**config.mk**
```make
export PLATFORM = sky130hd
export DESIGN_NAME = mpqs_ctrl
export DESIGN_NICKNAME = d
export VERILOG_FILES = /design/src/design/mpqs_pkg.sv /design/src/design/mpqs_ctrl.sv
export SDC_FILE = /design/constraint.sdc
export NUM_CORES = 1
export LEC_CHECK = 0
export BUFFER_PORTS_ARGS = -buffer_cell sky130_fd_sc_hd__clkbuf_2
export CAP_MARGIN = 25
export CORE_AREA = 2 2 67 69
export DETAILED_ROUTE_END_ITERATION = 7
export DIE_AREA = 0 0 69 71
export GPL_ROUTABILITY_DRIVEN = 0
export PLACE_DENSITY = 0.69
export SYNTH_ARGS = -nofsm -noshare
export SYNTH_HDL_FRONTEND = slang
export SYNTH_SLANG_ARGS = --single-unit
```
**constraint.sdc**
```tcl
create_clock -name clk -period 4.6 [get_ports clk]
set_input_delay 0.46 -clock clk [delete_from_list [all_inputs] [get_ports clk]]
set_output_delay 0.46 -clock clk [all_outputs]
set_load 0.005 [all_outputs]
```
**src/design/mpqs_pkg.sv**
```systemverilog
// ----------------------------------------------------------------------------
// mpqs_pkg
// Shared sizes, codes and controller/datapath command types for the
// mergeable priority queue block (leftist heaps with parent links).
// ----------------------------------------------------------------------------
`default_nettype none
package mpqs_pkg;

  localparam int NODES       = 1024;
  localparam int MEM_DEPTH   = NODES + 1;
  localparam int IDX_W       = 11;
  localparam int KEY_W       = 31;
  localparam int NPL_W       = 4;
  localparam int OP_W        = 2;
  localparam int STACK_DEPTH = 36;
  localparam int SP_W        = 6;

  typedef logic [IDX_W-1:0] idx_t;
  typedef logic [KEY_W-1:0] key_t;
  typedef logic [NPL_W-1:0] npl_t;
  typedef logic [SP_W-1:0]  sp_t;

  typedef enum logic [OP_W-1:0] {
    OP_LOAD  = 2'd0,
    OP_MERGE = 2'd1,
    OP_POP   = 2'd2,
    OP_NONE  = 2'd3
  } op_code_t;

  // node status: loaded bit, deleted bit
  typedef enum logic [1:0] {
    ST_FREE = 2'b00,
    ST_BAD  = 2'b01,
    ST_LIVE = 2'b10,
    ST_DEAD = 2'b11
  } node_stat_t;

  typedef enum logic [4:0] {
    DP_NOP,
    DP_CLEAR,
    DP_LATCH,
    DP_RD_X,
    DP_RD_Y,
    DP_LOAD_WR,
    DP_WALK_X,
    DP_WALK_RD,
    DP_WALK_NEXT,
    DP_SAVE_RX,
    DP_JOIN_MERGE,
    DP_POP_RD,
    DP_POP_CAP,
    DP_POP_WR1,
    DP_POP_WR2,
    DP_POP_WR3,
    DP_JA,
    DP_JB,
    DP_JC,
    DP_JEND,
    DP_UPOP,
    DP_UX,
    DP_UL,
    DP_UN1,
    DP_UN2,
    DP_FIN,
    DP_EMIT
  } dp_op_t;

  typedef struct packed {
    dp_op_t op;
  } dp_cmd_t;

  typedef struct packed {
    logic clr_done;
    logic op_load;
    logic op_merge;
    logic op_pop;
    logic idx_ok;
    logic stat_live;
    logic stat_loadable;
    logic par_eq;
    logic same_root;
    logic join_zero;
    logic depth_zero;
    logic out_free;
  } dp_status_t;

endpackage
`default_nettype wire

```
**src/design/mpqs_ctrl.sv**
```systemverilog
// ----------------------------------------------------------------------------
// mpqs_ctrl
// Controller: sequences clearing, load, merge (root walks, spine walk,
// bottom-up relink) and pop, issuing one datapath command per cycle.
// ----------------------------------------------------------------------------
`default_nettype none
module mpqs_ctrl import mpqs_pkg::*; (
  input  wire logic       clk,
  input  wire logic       rst_n,
  input  wire logic       in_valid,
  output logic            in_ready,
  input  wire dp_status_t sts,
  output dp_cmd_t         cmd
);

  typedef enum logic [26:0] {
    S_CLEAR  = 27'h0000001,
    S_IDLE   = 27'h0000002,
    S_DECODE = 27'h0000004,
    S_LD_CHK = 27'h0000008,
    S_M_CHK1 = 27'h0000010,
    S_M_CHK2 = 27'h0000020,
    S_WX_RD  = 27'h0000040,
    S_WX_CHK = 27'h0000080,
    S_WY_RD  = 27'h0000100,
    S_WY_CHK = 27'h0000200,
    S_P_CHK  = 27'h0000400,
    S_WP_RD  = 27'h0000800,
    S_WP_CHK = 27'h0001000,
    S_P_CAP  = 27'h0002000,
    S_P_WR1  = 27'h0004000,
    S_P_WR2  = 27'h0008000,
    S_P_WR3  = 27'h0010000,
    S_J_TEST = 27'h0020000,
    S_JB     = 27'h0040000,
    S_JC     = 27'h0080000,
    S_UPOP   = 27'h0100000,
    S_UX     = 27'h0200000,
    S_UL     = 27'h0400000,
    S_UN1    = 27'h0800000,
    S_UN2    = 27'h1000000,
    S_FIN    = 27'h2000000,
    S_EMIT   = 27'h4000000
  } state_t;

  state_t state_r, state_nxt;

  assign in_ready = (state_r == S_IDLE);

  // next state and command
  always_comb begin
    state_nxt = state_r;
    cmd.op    = DP_NOP;
    unique case (state_r)
      S_CLEAR: begin
        cmd.op = DP_CLEAR;
        if (sts.clr_done) state_nxt = S_IDLE;
      end
      S_IDLE: begin
        if (in_valid) begin
          cmd.op = DP_LATCH;
          state_nxt = S_DECODE;
        end
      end
      S_DECODE: begin
        if (!sts.idx_ok) begin
          state_nxt = sts.op_pop ? S_EMIT : S_IDLE;
        end else if (sts.op_load) begin
          cmd.op = DP_RD_X; state_nxt = S_LD_CHK;
        end else if (sts.op_merge) begin
          cmd.op = DP_RD_X; state_nxt = S_M_CHK1;
        end else if (sts.op_pop) begin
          cmd.op = DP_RD_X; state_nxt = S_P_CHK;
        end else begin
          state_nxt = S_IDLE;
        end
      end
      S_LD_CHK: begin
        if (sts.stat_loadable) cmd.op = DP_LOAD_WR;
        state_nxt = S_IDLE;
      end
      S_M_CHK1: begin
        if (sts.stat_live) begin
          cmd.op = DP_RD_Y; state_nxt = S_M_CHK2;
        end else begin
          state_nxt = S_IDLE;
        end
      end
      S_M_CHK2: begin
        if (sts.stat_live) begin
          cmd.op = DP_WALK_X; state_nxt = S_WX_RD;
        end else begin
          state_nxt = S_IDLE;
        end
      end
      S_WX_RD: begin
        cmd.op = DP_WALK_RD; state_nxt = S_WX_CHK;
      end
      S_WX_CHK: begin
        if (sts.par_eq) begin
          cmd.op = DP_SAVE_RX; state_nxt = S_WY_RD;
        end else begin
          cmd.op = DP_WALK_NEXT; state_nxt = S_WX_RD;
        end
      end
      S_WY_RD: begin
        cmd.op = DP_WALK_RD; state_nxt = S_WY_CHK;
      end
      S_WY_CHK: begin
        if (!sts.par_eq) begin
          cmd.op = DP_WALK_NEXT; state_nxt = S_WY_RD;
        end else if (sts.same_root) begin
          state_nxt = S_IDLE;
        end else begin
          cmd.op = DP_JOIN_MERGE; state_nxt = S_J_TEST;
        end
      end
      S_P_CHK: begin
        if (sts.stat_live) begin
          cmd.op = DP_WALK_X; state_nxt = S_WP_RD;
        end else begin
          state_nxt = S_EMIT;
        end
      end
      S_WP_RD: begin
        cmd.op = DP_WALK_RD; state_nxt = S_WP_CHK;
      end
      S_WP_CHK: begin
        if (sts.par_eq) begin
          cmd.op = DP_POP_RD; state_nxt = S_P_CAP;
        end else begin
          cmd.op = DP_WALK_NEXT; state_nxt = S_WP_RD;
        end
      end
      S_P_CAP: begin
        cmd.op = DP_POP_CAP; state_nxt = S_P_WR1;
      end
      S_P_WR1: begin
        cmd.op = DP_POP_WR1; state_nxt = S_P_WR2;
      end
      S_P_WR2: begin
        cmd.op = DP_POP_WR2; state_nxt = S_P_WR3;
      end
      S_P_WR3: begin
        cmd.op = DP_POP_WR3; state_nxt = S_J_TEST;
      end
      // spine walk: each node passes through S_J_TEST, S_JB and S_JC
      S_J_TEST: begin
        if (sts.join_zero) begin
          cmd.op = DP_JEND; state_nxt = S_UPOP;
        end else begin
          cmd.op = DP_JA; state_nxt = S_JB;
        end
      end
      S_JB: begin
        cmd.op = DP_JB; state_nxt = S_JC;
      end
      S_JC: begin
        cmd.op = DP_JC; state_nxt = S_J_TEST;
      end
      // bottom-up relink: each stacked node passes through S_UPOP, S_UX, S_UL, S_UN1 and S_UN2
      S_UPOP: begin
        if (sts.depth_zero) begin
          state_nxt = S_FIN;
        end else begin
          cmd.op = DP_UPOP; state_nxt = S_UX;
        end
      end
      S_UX: begin
        cmd.op = DP_UX; state_nxt = S_UL;
      end
      S_UL: begin
        cmd.op = DP_UL; state_nxt = S_UN1;
      end
      S_UN1: begin
        cmd.op = DP_UN1; state_nxt = S_UN2;
      end
      S_UN2: begin
        cmd.op = DP_UN2; state_nxt = S_UPOP;
      end
      S_FIN: begin
        cmd.op = DP_FIN;
        state_nxt = sts.op_pop ? S_EMIT : S_IDLE;
      end
      S_EMIT: begin
        if (sts.out_free) begin
          cmd.op = DP_EMIT; state_nxt = S_IDLE;
        end
      end
      default: state_nxt = S_IDLE;
    endcase
  end

  always_ff @(posedge clk) begin
    if (!rst_n) begin
      state_r <= S_CLEAR;
    end else begin
      state_r <= state_nxt;
    end
  end

`ifndef SYNTH
  a_onehot: assert property (@(posedge clk) disable iff (!rst_n)
    $onehot(state_r))
    else $error("controller state not one-hot");
  a_accept_latch: assert property (@(posedge clk) disable iff (!rst_n)
    in_valid && in_ready |=> state_r == S_DECODE)
    else $error("accepted request not decoded");
  a_emit_only_pop: assert property (@(posedge clk) disable iff (!rst_n)
    state_r == S_EMIT |-> sts.op_pop)
    else $error("result emitted for non-pop request");
`endif

endmodule
`default_nettype wire
```
==> After elaboration in Yosys (flattened, before gate mapping) <==
Index checks and enable logic that the tools add are counted.
{ "word_totals": {"reg_bits": 27, "latch_bits": 0, "ram_bits": 0, "mem_bits_ro": 0, "inputBits": 15, "output_inout_bits": 6, "word_cells": 69, "mem_count": 0} }
{ "op_classes": {"n_addsub": 0, "n_mul": 0, "div": 0, "order_cmp": 0, "eq_ne": 30, "shifts": 0, "n_mux": 34, "n_bitwise": 0, "reduce_logical": 4} }
{ "ops": {"columns": ["op", "n"], "rows": [
  ["case mux 27 bit (25 select lines)", 1],
  ["two-way mux 27 bit", 6],
  ["case mux 5 bit (24 select lines)", 1],
  ["two-way mux 18 bit", 2],
  ["two-way mux 11 bit", 3],
  ["== test 27 x 1 -> 1 bit, second input constant", 1],
  ["== test 27 x 10 -> 1 bit, second input constant", 1],
  ["== test 27 x 11 -> 1 bit, second input constant", 1],
  ["== test 27 x 12 -> 1 bit, second input constant", 1],
  ["== test 27 x 13 -> 1 bit, second input constant", 1],
  ["== test 27 x 14 -> 1 bit, second input constant", 1],
  ["== test 27 x 15 -> 1 bit, second input constant", 1],
  ["== test 27 x 16 -> 1 bit, second input constant", 1],
  ["== test 27 x 17 -> 1 bit, second input constant", 1],
  ["== test 27 x 18 -> 1 bit, second input constant", 1],
  ["== test 27 x 19 -> 1 bit, second input constant", 1],
  ["== test 27 x 2 -> 1 bit, second input constant", 1],
  ["== test 27 x 20 -> 1 bit, second input constant", 1],
  ["== test 27 x 21 -> 1 bit, second input constant", 1],
  ["== test 27 x 22 -> 1 bit, second input constant", 1],
  ["== test 27 x 23 -> 1 bit, second input constant", 1],
  ["== test 27 x 24 -> 1 bit, second input constant", 1],
  ["== test 27 x 25 -> 1 bit, second input constant", 1],
  ["== test 27 x 26 -> 1 bit, second input constant", 1],
  ["23 further kinds", 36]
]} }

==> Logic depth before layout (Yosys ltp) <==
{ "depth": {"depth_word": 5, "mapped_depth": 9, "ltp_nobuf": 6} }

==> Worst setup path after synthesis <==
No wires, ideal clock.
{ "synth_path": {"path_kind": "register to output", "start": "reg state_r[0]", "end": "out cmd[1] (netlist bit)", "t_arrival_ps": 2112, "required_time_ps": 4140, "path_slack_ps": 2028, "stages_incl_launch_ff": 8, "path_buffers": 1, "cell_sequence": "dfxtp_1 nor4_1 nand4_1 clkbuf_1 or3_1 nor3_1 a21oi_1 nand4_1"} }
{ "synth_rtl": {"columns": ["element", "line", "source"], "rows": [
  ["start: declaration", "mpqs_ctrl.sv:46", "state_t state_r, state_nxt;"],
  ["start signal: assignment", "mpqs_ctrl.sv:198", "state_r <= state_nxt;"],
  ["end: declaration", "mpqs_ctrl.sv:13", "output dp_cmd_t cmd"]
]} }

==> out/results.ini <==
[clocking]
clk_path_buf_depth=2
post_cts_buffers=0
root_buffer=clkbuf_8
hold_buffers=0
clk_pin_slew_worst_paths_ns=0.09
cts_tree=done
htreeDepth=1
clock_latency_ns=0.28
cts_buffers=3
clock-sinks=27
cts_resized=0

[place]
dp.cells=327
place_ws_ns=1.25
dp_hpwl_um=4670
portBuffers=20

[logic_synthesis]
synth_most_common_cell=dfxtp_1
yosysWarnings=0
syn_inst=257
synthTopCellsByCount=dfxtp_1, nor2_1, nand2_1
synth_area_leaders=dfxtp_1, nor4_1, or4_1
synth_edf_count=0
synth_area_um2=1980
synth_top_area_cell=dfxtp_1
netlist.area_leader.share=0.273
ys_seq_area_frac=0.273
synth_ff_type=dfxtp_1
ys_ff_latch=27
avgSynthCellArea_um2=7.71
syn_nets=272
ys_types=44
async_flop_share=0

[routing]
drt_first_pass_iters=8
wirelength_um=6040
drc=2
dr.first_iter.drc_count=232
wl_per_cell_um=18.2
detail_route.vias_per_cell=6.81
vias=2253
antenna_left=0

[die]
die_area_um2=4900
io_pins=21
placementRows=24
start_util=0.471
die_h_um=71
fp.dieW_um=69
core_area_um2=4200

[global_route]
grt_pass1_wl_um=9550
grt_pass1_vias=1930
antenna_found_initial=0
grt_max_degree=16
grt_overflow_total=0
grt_use_total=0.246

[power_and_ir_drop]
peakVddDrop_mv=0.115
power_density_nw_per_um2=205
p_leak_uw=0.000847

[setup_path]
arrival_ns=3.34
cp.required_ns=4.14
crit_fanout=11
reg2reg_depth=5
r2r_end=state_r[10]$_SDFFE_PN0P_
crit_type=reg -> out
setup.worst_path.start=state_r[13]$_SDFFE_PN0P_
cp-start-kind=flip-flop
end_kind=output port
r2r_slack_ns=1.47
critical_path.endpoint=cmd[1]
regToRegStartpoint=state_r[4]$_SDFFE_PN0P_

[timing]
min_period_ns=3.80
hold_viol=0
setup_viol=0
slew_headroom=0.469
clock_skew_ns=0.00517
rsz0062_at_grt=false
tightest_slew_ns=0.794
setup_slack_ns=0.802
slew_violations=0
fin_crit_sh=0.826
fmax_ghz=0.263
tns_ns=0

[cells_and_area]
syn2layout_area_growth_pct=10.4
layout.cells.non_filler=331
drive_gt1_frac=0.158
final_util=0.520
largest_register_ffs=27
final_nets=295
antennaDiodeCount=0
regMostFlops=state_r
biggestRegsByFlops=state_r: 27 flops

[run_status]
violations=design-rule violations
status=complete, but fails checks

[run]
cap_violations=0

[min_path]
hp-class=in -> reg

final cells by class:
type                       instances  area, µm²
fill                             441       2020
inverter                           7       26.3
clock buffer                       4       45.0
sequential                        27        541
timing repair buffer              26        145
multi-input combinational        215       1370
tap                               52       65.1
cells by family after synthesis:
kind of cell / share of synthesized area
flip-flops: 0.273
buffers and inverters: 0.0379
AND/OR/NAND/NOR: 0.534
AO/OA/AOI/OAI: 0.133
XOR/XNOR: 0.0221
worst min-delay path by stage:
stage	start	end	slack, ns	depth (start not counted)
after floorplan	state_r[13]$_SDFFE_PN0P_	state_r[16]$_SDFFE_PN0P_	0.51	2
after global placement	state_r[13]$_SDFFE_PN0P_	state_r[14]$_SDFFE_PN0P_	0.56	2
after detailed placement	state_r[20]$_SDFFE_PN0P_	state_r[25]$_SDFFE_PN0P_	0.56	2
after CTS	sts[2]	state_r[18]$_SDFFE_PN0P_	0.36	2
after global routing	sts[2]	state_r[18]$_SDFFE_PN0P_	0.36	2
final	sts[1]	state_r[21]$_SDFFE_PN0P_	0.36	2
power by group:
part           internal [µW]  switching, µW  total (µW)
clock network           62.2           75.7         138
registers                236           3.44         240
logic                   24.7           46.2        70.9
layer usage:
metal	wire length [µm]	GRT usage
met2	2720	0.393
met5	0	0
met3	572	0.0527
met4	268	0.111
met1	2480	0.319
critical path, cell delays in order, from the launching register on:
cell	delay, ns
dfxtp_1	0.40
nor4_2	0.67
nand4_1	0.58
or3_1	0.59
nor3_1	0.40
a21oi_1	0.14
nand4_1	0.15
clkbuf_2	0.13
through the flow:
stage | instance area [µm²] | total power (µW) | hold WS [ns]
6_report | 2190 | 448 | 0.364
5_1_grt | 2190 | 472 | 0.362
4_1_cts | 2190 | 452 | 0.358
3_5_place_dp | 2140 | 314 | 0.555
3_3_place_gp | 2140 | 314 | 0.558
2_1_floorplan | 1980 | 290 | 0.514
layout by cell type, fill, tap and decap left out, types with 3 or more instances in the layout:
master	synthesis	final
clkbuf_2	0	20
nor4b_1	10	10
clkbuf_8	0	3
nor2b_1	4	4
nand2_1	22	22
o21ai_0	8	8
nand4_1	17	17
nor3_1	18	18
nor4_1	18	18
nand2b_1	7	7
or3_1	7	7
a21oi_1	7	7
nor4_2	4	4
xnor2_1	3	3
or4b_2	7	7
or4_1	15	15
buf_4	0	6
dfxtp_1	27	27
inv_1	6	6
nand3_1	13	13
nor2_1	23	23
Note: power is estimated with default switching activity, not from simulation.
